<file path="src/hw/rtl/utcep_pkg.sv">
// Package for the UTC date to epoch seconds converter.
// Holds field widths, calendar constants and the month tables used by the day count stage.
// No dependencies.
package utcep_pkg;

    // Default width of the year field (calendar year minus 1900)
    localparam int YEAR_BITS_DEF = 10;

    // Width of the year field on the input stream; YEAR_BITS picks how many are used
    localparam int YEAR_W = 10;

    // Fixed input fields after the year: month, day, hour, minute, second
    localparam int IN_FIXED_W = 26;

    // Output payload widths
    localparam int OUT_W    = 36;
    localparam int M_DATA_W = 40;

    // Seconds within one day as computed from hour/minute/second
    localparam int TOD_W = 17;

    // Calendar constants
    localparam int BASE_YEAR          = 1900;
    localparam int DAYS_1900_TO_1970  = 25567;
    localparam int LEAPS_TO_1899      = 460;
    localparam int SECS_PER_DAY       = 86400;

    // floor(m / 25) = (m * RECIP_25) >> RECIP_SHIFT, exact for m below 43690
    localparam int RECIP_25    = 41944;
    localparam int RECIP_SHIFT = 20;

    // Month codes
    localparam logic [3:0] MONTH_FEB  = 4'd1;
    localparam logic [3:0] MONTH_LAST = 4'd11;

    // Time limits
    localparam logic [4:0] HOUR_LAST   = 5'd23;
    localparam logic [5:0] MINUTE_LAST = 6'd59;

    // Fields carried from stage 1 into the day count
    typedef struct packed {
        logic [3:0]       month;
        logic [4:0]       mday;
        logic [TOD_W-1:0] tod;
        logic             bad;
    } utcep_fields_t;

    // Fields carried from the day count into the scaling stages
    typedef struct packed {
        logic [TOD_W-1:0] tod;
        logic             bad;
    } utcep_tail_t;

    // Length of a month; zero for codes above December
    function automatic logic [4:0] month_len(input logic [3:0] mon, input logic leap);
        logic [4:0] len;
        unique case (mon)
            4'd0, 4'd2, 4'd4, 4'd6, 4'd7, 4'd9, 4'd11: len = 5'd31;
            4'd3, 4'd5, 4'd8, 4'd10:                   len = 5'd30;
            4'd1:                                      len = leap ? 5'd29 : 5'd28;
            default:                                   len = 5'd0;
        endcase
        return len;
    endfunction

    // Days in the year before the first of a month, common year
    function automatic logic [8:0] days_before(input logic [3:0] mon);
        logic [8:0] d;
        unique case (mon)
            4'd0:    d = 9'd0;
            4'd1:    d = 9'd31;
            4'd2:    d = 9'd59;
            4'd3:    d = 9'd90;
            4'd4:    d = 9'd120;
            4'd5:    d = 9'd151;
            4'd6:    d = 9'd181;
            4'd7:    d = 9'd212;
            4'd8:    d = 9'd243;
            4'd9:    d = 9'd273;
            4'd10:   d = 9'd304;
            4'd11:   d = 9'd334;
            default: d = 9'd0;
        endcase
        return d;
    endfunction

endpackage

</file>
<file path="src/hw/rtl/utc_date_to_epoch_seconds.sv">
// UTC date and time to signed Unix seconds, five-stage pipeline.
// One transfer per cycle when not stalled. The rate is set by the pipeline: every
// stage advances together when the output register is empty or its result is taken;
// the stage-4 day multiplier sits between registers, the stage-1 reciprocal one
// between the input and a register. Reset (aresetn low, synchronous) clears all
// valid bits; payload registers are not reset. Depends on utcep_pkg and stage modules.
module utc_date_to_epoch_seconds
    import utcep_pkg::*;
#(
    parameter int YEAR_BITS = YEAR_BITS_DEF
) (
    input  logic                                        aclk,
    input  logic                                        aresetn,
    input  logic                                        s_axis_tvalid,
    output logic                                        s_axis_tready,
    // year_since_1900, month, day_of_month, hour, minute, second, zero pad
    input  logic [((YEAR_W + IN_FIXED_W + 7) / 8) * 8 - 1:0] s_axis_tdata,
    output logic                                        m_axis_tvalid,
    input  logic                                        m_axis_tready,
    // epoch_seconds, zero pad
    output logic [M_DATA_W-1:0]                         m_axis_tdata,
    // invalid
    output logic                                        m_axis_tuser
);

    localparam int LW = $clog2((1 << YEAR_BITS) + BASE_YEAR) - 2;
    localparam int DW = $clog2(366 * (1 << YEAR_BITS) + 400) + 1;
    localparam int MO = YEAR_W;
    localparam int DO = MO + 4;
    localparam int HO = DO + 5;
    localparam int NO = HO + 5;
    localparam int SO = NO + 6;

    logic                 en;
    logic                 y_valid;
    logic [YEAR_BITS-1:0] y_year;
    logic                 y_leap;
    logic [LW-1:0]        y_leaps;
    utcep_fields_t        y_fields;
    logic                 d_valid;
    logic signed [DW-1:0] d_days;
    utcep_tail_t          d_tail;
    logic                 o_valid;
    logic [OUT_W-1:0]     o_seconds;
    logic                 o_invalid;

    // Advance the whole pipeline when the output register can take a result
    assign en            = !o_valid || m_axis_tready;
    assign s_axis_tready = en;

    utcep_year #(
        .YEAR_BITS(YEAR_BITS),
        .LW       (LW)
    ) u_year (
        .aclk      (aclk),
        .aresetn   (aresetn),
        .en        (en),
        .in_valid  (s_axis_tvalid),
        .in_year   (YEAR_BITS'(s_axis_tdata[MO-1:0])),
        .in_month  (s_axis_tdata[DO-1:MO]),
        .in_mday   (s_axis_tdata[HO-1:DO]),
        .in_hour   (s_axis_tdata[NO-1:HO]),
        .in_minute (s_axis_tdata[SO-1:NO]),
        .in_second (s_axis_tdata[SO+5:SO]),
        .out_valid (y_valid),
        .out_year  (y_year),
        .out_leap  (y_leap),
        .out_leaps (y_leaps),
        .out_fields(y_fields)
    );

    utcep_days #(
        .YEAR_BITS(YEAR_BITS),
        .LW       (LW),
        .DW       (DW)
    ) u_days (
        .aclk     (aclk),
        .aresetn  (aresetn),
        .en       (en),
        .in_valid (y_valid),
        .in_year  (y_year),
        .in_leap  (y_leap),
        .in_leaps (y_leaps),
        .in_fields(y_fields),
        .out_valid(d_valid),
        .out_days (d_days),
        .out_tail (d_tail)
    );

    utcep_scale #(
        .YEAR_BITS(YEAR_BITS),
        .DW       (DW)
    ) u_scale (
        .aclk       (aclk),
        .aresetn    (aresetn),
        .en         (en),
        .in_valid   (d_valid),
        .in_days    (d_days),
        .in_tail    (d_tail),
        .out_valid  (o_valid),
        .out_seconds(o_seconds),
        .out_invalid(o_invalid)
    );

    assign m_axis_tvalid = o_valid;
    assign m_axis_tdata  = M_DATA_W'(o_seconds);
    assign m_axis_tuser  = o_invalid;

endmodule

</file>
<file path="src/hw/rtl/utcep_year.sv">
// Stages 1 and 2: year offset, division by 100 through a reciprocal product,
// leap flag and leap day count since 1900, plus time of day and range checks. Depends on utcep_pkg.
module utcep_year
    import utcep_pkg::*;
#(
    parameter int YEAR_BITS = YEAR_BITS_DEF,
    parameter int YFULL_W   = $clog2((1 << YEAR_BITS) + BASE_YEAR),
    parameter int LW        = YFULL_W - 2
) (
    input  logic                 aclk,
    input  logic                 aresetn,
    input  logic                 en,
    input  logic                 in_valid,
    input  logic [YEAR_BITS-1:0] in_year,
    input  logic [3:0]           in_month,
    input  logic [4:0]           in_mday,
    input  logic [4:0]           in_hour,
    input  logic [5:0]           in_minute,
    input  logic [5:0]           in_second,
    output logic                 out_valid,
    output logic [YEAR_BITS-1:0] out_year,
    output logic                 out_leap,
    output logic [LW-1:0]        out_leaps,
    output utcep_fields_t        out_fields
);

    localparam int PW = LW + 16;
    localparam int QW = PW - RECIP_SHIFT;

    // Stage 1 registers
    logic                 v1_reg;
    logic [YEAR_BITS-1:0] y1_reg;
    logic [YFULL_W-1:0]   yf1_reg;
    logic [PW-1:0]        prod1_reg;
    utcep_fields_t        f1_reg;

    // Stage 2 registers
    logic                 v2_reg;
    logic [YEAR_BITS-1:0] y2_reg;
    logic                 leap2_reg;
    logic [LW-1:0]        leaps2_reg;
    utcep_fields_t        f2_reg;

    logic [YFULL_W-1:0] yf_next;
    logic [PW-1:0]      prod_next;
    utcep_fields_t      f_next;

    logic [QW-1:0]      q100;
    logic [LW-1:0]      quarter;
    logic               div4;
    logic               div100;
    logic               div400;
    logic               leap_next;
    logic [LW-1:0]      leaps_next;

    // Stage 1: full year, reciprocal product, early range checks, time of day
    always_comb begin
        yf_next   = YFULL_W'(in_year) + YFULL_W'(BASE_YEAR);
        prod_next = PW'(yf_next[YFULL_W-1:2]) * PW'(RECIP_25);
        f_next.month = in_month;
        f_next.mday  = in_mday;
        f_next.tod   = TOD_W'(in_hour) * TOD_W'(3600) + TOD_W'(in_minute) * TOD_W'(60)
                     + TOD_W'(in_second);
        f_next.bad   = (in_month > MONTH_LAST) || (in_hour > HOUR_LAST)
                     || (in_minute > MINUTE_LAST) || (in_mday == 5'd0);
    end

    // Stage 2: divisibility tests and leap days in 1900 .. year-1
    always_comb begin
        q100    = prod1_reg[PW-1:RECIP_SHIFT];
        quarter = yf1_reg[YFULL_W-1:2];
        div4    = (yf1_reg[1:0] == 2'b00);
        div100  = (yf1_reg == YFULL_W'(YFULL_W'(q100) * YFULL_W'(100)));
        div400  = div100 && (q100[1:0] == 2'b00);
        leap_next  = (div4 && !div100) || div400;
        leaps_next = (quarter - LW'(div4))
                   - (LW'(q100) - LW'(div100))
                   + (LW'(q100 >> 2) - LW'(div400))
                   - LW'(LEAPS_TO_1899);
    end

    // Advance valid bits
    always_ff @(posedge aclk) begin
        if (!aresetn) begin
            v1_reg <= 1'b0;
            v2_reg <= 1'b0;
        end else if (en) begin
            v1_reg <= in_valid;
            v2_reg <= v1_reg;
        end
    end

    // Advance payload
    always_ff @(posedge aclk) begin
        if (en) begin
            y1_reg     <= in_year;
            yf1_reg    <= yf_next;
            prod1_reg  <= prod_next;
            f1_reg     <= f_next;
            y2_reg     <= y1_reg;
            leap2_reg  <= leap_next;
            leaps2_reg <= leaps_next;
            f2_reg     <= f1_reg;
        end
    end

    assign out_valid  = v2_reg;
    assign out_year   = y2_reg;
    assign out_leap   = leap2_reg;
    assign out_leaps  = leaps2_reg;
    assign out_fields = f2_reg;

endmodule

</file>
<file path="src/hw/rtl/utcep_days.sv">
// Stage 3: month length check and signed day count since 1970-01-01.
// Depends on utcep_pkg.
module utcep_days
    import utcep_pkg::*;
#(
    parameter int YEAR_BITS = YEAR_BITS_DEF,
    parameter int LW        = $clog2((1 << YEAR_BITS) + BASE_YEAR) - 2,
    parameter int DW        = $clog2(366 * (1 << YEAR_BITS) + 400) + 1
) (
    input  logic                 aclk,
    input  logic                 aresetn,
    input  logic                 en,
    input  logic                 in_valid,
    input  logic [YEAR_BITS-1:0] in_year,
    input  logic                 in_leap,
    input  logic [LW-1:0]        in_leaps,
    input  utcep_fields_t        in_fields,
    output logic                 out_valid,
    output logic signed [DW-1:0] out_days,
    output utcep_tail_t          out_tail
);

    logic                 v3_reg;
    logic signed [DW-1:0] days3_reg;
    utcep_tail_t          tail3_reg;

    logic [4:0]    mlen;
    logic          feb_adj;
    logic [DW-1:0] days_u;
    utcep_tail_t   tail_next;

    // Validate the day and sum the day count, offset to 1970
    always_comb begin
        mlen    = month_len(in_fields.month, in_leap);
        feb_adj = in_leap && (in_fields.month > MONTH_FEB);
        days_u  = DW'(in_year) * DW'(365) + DW'(in_leaps)
                + DW'(days_before(in_fields.month)) + DW'(feb_adj)
                + DW'(in_fields.mday) - DW'(1) - DW'(DAYS_1900_TO_1970);
        tail_next.tod = in_fields.tod;
        tail_next.bad = in_fields.bad || (in_fields.mday > mlen);
    end

    always_ff @(posedge aclk) begin
        if (!aresetn) begin
            v3_reg <= 1'b0;
        end else if (en) begin
            v3_reg <= in_valid;
        end
    end

    always_ff @(posedge aclk) begin
        if (en) begin
            days3_reg <= $signed(days_u);
            tail3_reg <= tail_next;
        end
    end

    assign out_valid = v3_reg;
    assign out_days  = days3_reg;
    assign out_tail  = tail3_reg;

endmodule

</file>
<file path="src/hw/rtl/utcep_scale.sv">
// Stages 4 and 5: days times seconds per day, then add the time of day.
// Stage 5 is the output register. Depends on utcep_pkg.
module utcep_scale
    import utcep_pkg::*;
#(
    parameter int YEAR_BITS = YEAR_BITS_DEF,
    parameter int DW        = $clog2(366 * (1 << YEAR_BITS) + 400) + 1
) (
    input  logic                 aclk,
    input  logic                 aresetn,
    input  logic                 en,
    input  logic                 in_valid,
    input  logic signed [DW-1:0] in_days,
    input  utcep_tail_t          in_tail,
    output logic                 out_valid,
    output logic [OUT_W-1:0]     out_seconds,
    output logic                 out_invalid
);

    localparam int MW = (DW + 18 > OUT_W) ? DW + 18 : OUT_W;
    localparam logic signed [17:0] SPD = 18'(SECS_PER_DAY);

    logic                 v4_reg;
    logic signed [MW-1:0] prod4_reg;
    utcep_tail_t          tail4_reg;

    logic                 v5_reg;
    logic [OUT_W-1:0]     sec5_reg;
    logic                 bad5_reg;

    logic signed [MW-1:0] prod_next;
    logic [OUT_W-1:0]     sec_next;

    // Scale days to seconds; sum and zero an invalid result
    always_comb begin
        prod_next = in_days * SPD;
        sec_next  = tail4_reg.bad ? '0
                  : prod4_reg[OUT_W-1:0] + OUT_W'(tail4_reg.tod);
    end

    always_ff @(posedge aclk) begin
        if (!aresetn) begin
            v4_reg <= 1'b0;
            v5_reg <= 1'b0;
        end else if (en) begin
            v4_reg <= in_valid;
            v5_reg <= v4_reg;
        end
    end

    always_ff @(posedge aclk) begin
        if (en) begin
            prod4_reg <= prod_next;
            tail4_reg <= in_tail;
            sec5_reg  <= sec_next;
            bad5_reg  <= tail4_reg.bad;
        end
    end

    assign out_valid   = v5_reg;
    assign out_seconds = sec5_reg;
    assign out_invalid = bad5_reg;

endmodule
</file>
<file path="config.mk">
export PLATFORM = sky130hd
export DESIGN_NAME = utc_date_to_epoch_seconds
export DESIGN_NICKNAME = d
export VERILOG_FILES = /design/src/hw/rtl/utcep_pkg.sv /design/src/hw/rtl/utc_date_to_epoch_seconds.sv /design/src/hw/rtl/utcep_year.sv /design/src/hw/rtl/utcep_days.sv /design/src/hw/rtl/utcep_scale.sv
export SDC_FILE = /design/constraint.sdc
export NUM_CORES = 1
export LEC_CHECK = 0
export BUFFER_PORTS_ARGS = -buffer_cell sky130_fd_sc_hd__buf_2
export CORE_MARGIN = 5
export CORE_UTILIZATION = 40
export DETAILED_ROUTE_END_ITERATION = 10
export GPL_TIMING_DRIVEN = 0
export HOLD_SLACK_MARGIN = 0.08
export SETUP_SLACK_MARGIN = 0.02
export SYNTH_ARGS = -nofsm -noshare
export SYNTH_HDL_FRONTEND = slang
export SYNTH_HIERARCHICAL = 1
export SYNTH_SLANG_ARGS = --single-unit
export TNS_END_PERCENT = 10
</file>
<file path="constraint.sdc">
create_clock -name aclk -period 6.1 [get_ports aclk]
set_input_delay 0 -clock aclk [delete_from_list [all_inputs] [get_ports aclk]]
set_output_delay 0 -clock aclk [all_outputs]
set_load 0.005 [all_outputs]
</file>
==> results_dict.tcl <==
set metrics [dict create \
    slowest_stage "fa_1" \
    status "finished clean" \
    ys.flop_type "edfxtp_1" \
    drive_gt1_share_pct 9.26 \
    critPathBufInv 6 \
    ys_async_sr_fraction_pct 0 \
    cp.arrival_ns 6.03 \
    synth_most_common_cell "inv_1" \
    grt_pass1_vias 13545 \
    synth-simple-area-share_pct 6.52 \
    synth.ff_latch_count 228 \
    ys_warn_count 6 \
    drc_errors 0 \
    r2r_cells 23 \
    period_share_pct 94.3 \
    fin_crit_ns 5.75 \
    synth_compound_area_share_pct 8.94 \
    grt_antenna_before_repair 0 \
    rsz0062_at_grt "true" \
    cts_root_buf "clkbuf_16" \
    cts_max_level 1 \
    synth_cell_types 85 \
    crit_top_cell "fa_1" \
    multiInputGateArea_um2 12400 \
    worst-path-stages 23 \
    worstPathMaxFanout 9 \
    cts_made_buffers 26 \
    synth_xor_area_share_pct 5.25 \
    final_nets 2577 \
    cp_slowest_stage_delay_ns 0.55 \
    clk_pin_slew_ns 0.05 \
    netlist_top_cells_area "edfxtp_1 32%, ha_1 22%, fa_1 16%, inv_1 7.1%, xnor2_1 3.9%" \
    synth_top_cell_by_area "edfxtp_1" \
    dpl.cell_count 2609 \
    drtIter0Drc 438 \
    syn-cell-area_um2 20700 \
    hpwl_um 30300 \
    gp_congestion 0.848 \
    start_util_pct 40.4 \
    maxCapViolations 0 \
    syn_avg_cell_area_um2 11.2 \
    instances_no_fill 2699 \
    finalHoldViolCount 0 \
    critPathLaunchType "primary input" \
    largest_register_ffs 36 \
    setup_violations 0 \
    cts_buffer_depth 3 \
    synth_top_area_share_pct 32.3 \
    max_freq_ghz 0.174 \
    max_slew_margin_pct 33.1 \
    cts_tree "built" \
    synthAdderAreaFrac_pct 38.3 \
    synthTopCellsByCount "391 x inv_1, 367 x ha_1, 223 x edfxtp_1" \
    coreArea_um2 51300 \
    hold_path.class "in -> reg" \
    area_growth_pct 13.0 \
    viasPerCell 4.73 \
    seq_area_um2 6800 \
    grt_max_degree 70 \
    synth_mux_area_share_pct 0.592 \
    die_w_um 237 \
    diodes 0 \
    io_buffers 78 \
    synth_enable_flop_cells 223 \
    crit_path_cell_trace "dlygate4sd3_1, buf_2, o21a_1, nor3_1, nor2b_1, nand2b_1, nand2_4, inv_1, fa_1, fa_1, inv_1, fa_1, fa_1, inv_1, fa_1, inv_1, ha_1, o21ai_1, a211o_1, o22a_1, o22ai_1, a21oi_1, xnor2_1" \
    clk-insertion-delay-late_ns 0.55 \
    die_area_um2 56400 \
    first_pass_iters 5 \
    grt_pass1_wl_um 63600 \
    grt_overflow_total 0 \
    ant_nets 0 \
    synth_top_family_by_area "adder cells" \
    wl_per_cell_um 13.5 \
    worstMarginPinSlew_ns 1.00 \
    vias 12764 \
    pin_count 87 \
    grt_usage_pct 13.2 \
    ys_seq_area_share_pct 32.8 \
    worst_path_dominant_cell_family "adder cells" \
    worst_ep_required_time_ns 6.38 \
    fp-row-count 83 \
    path_class "in -> reg" \
    die_h_um 237 \
    synthCells 1845 \
    routed_wl_um 36500 \
    hold_path_depth 2 \
    cts_sinks 228 \
    fill_cells 4771 \
    cp-end-kind "flip-flop" \
    drv_slew 0 \
    clock_skew_ns 0.0196 \
]
layout make-up:
cell class | instances | share of cell area (%)
inverter | 392 | 6.29
timing repair buffer | 123 | 3.68
buffer | 17 | 0.364
multi-input combinational | 1211 | 53.1
clock inverter | 18 | 1.03
clock buffer | 30 | 2.85
sequential | 228 | 29.1
tap | 680 | 3.64
worst paths after layout:
kind | startpoint | to | slack, ns
worst max-delay path | s_axis_tdata[3] | u_year/prod1_reg[24] | 0.35
worst min-delay path | s_axis_tdata[2] | u_year/yf1_reg[2] | 0.12
worst min register to register | u_year/f1_reg[7] | u_year/out_fields[7] | 0.40
worst max register to register | u_year/prod1_reg[22] | u_year/out_leaps[8] | 0.36
kinds of logic after synthesis:
family	Yosys count
muxes	11
and+or+nand+nor	267
AOI/OAI and AO/OA	271
xor gates and xnor gates	124
buffers and inverters	409
adders and majority gates	534
DFF	228
other	1
layout by cell type (no fill, tap or decap), types with 7 or more instances in the layout:
master and instances:
inv_1 389, ha_1 365, edfxtp_1 223, fa_1 167
xnor2_1 91, buf_2 82, a21oi_1 81, nor2_1 71
nand2_1 70, o21ai_0 43, xor2_1 32, dlygate4sd3_1 29
a21o_1 29, nor2b_1 27, clkbuf_16 26, buf_4 17
a211oi_1 17, nor3_1 15, nand3_1 14, nand4_1 14
o21bai_1 13, clkbuf_1 11, o211ai_1 10, nand2b_1 10
and2_1 8, o21a_1 8, o22ai_1 7, mux2i_1 7
o21ai_1 7, and3_1 7
through the flow:
stage / cell area [µm²] / utilization, % / setup slack [ns] / hold slack, ns / setup TNS (ns)
finish: 23400 / 45.6 / 0.351 / 0.117 / 0
global route: 23400 / 45.6 / 0.00592 / 0.137 / 0
CTS: 23300 / 45.4 / 0.0487 / 0.122 / 0
detailed placement: 22000 / 43.0 / -0.270 / 0.178 / -0.880
global placement: 22000 / 42.8 / -0.195 / 0.178 / -0.442
floorplan: 20700 / - / 0.445 / 0.0989 / 0
worst reg2reg max path, cell delays in order (launching register included):
cell	delay, ns
edfxtp_1	0.43
buf_4	0.16
buf_4	0.15
ha_1	0.20
ha_1	0.27
ha_1	0.29
ha_1	0.35
nor2b_1	0.15
a221oi_1	0.34
xnor2_1	0.16
nor3_2	0.23
ha_2	0.24
ha_1	0.21
xor2_1	0.17
ha_1	0.26
fa_1	0.54
inv_1	0.04
ha_1	0.21
fa_1	0.41
a21o_1	0.19
a21oi_2	0.17
o21bai_1	0.10
a21oi_2	0.16
xnor2_1	0.07
timing repair:
item                                    4_1_cts  5_1_grt
setup buffers                                 3       10
pin swaps                                     1        4
endpoints found under the setup margin        2        7
endpoints found under the hold margin        33        0
hold buffers                                 29        0
gates resized for setup                       1       12
metal layers:
layer	vias up	wire length (µm)	GRT usage [%]
li1	6539	-	-
met1	6006	16100	16.6
met2	157	18500	24.2
met3	62	1200	1.83
met4	0	754	3.15
met5	-	0	0
Power is not shown: default switching activity piles up to over one toggle a cycle in this logic, so the estimate is an artifact.
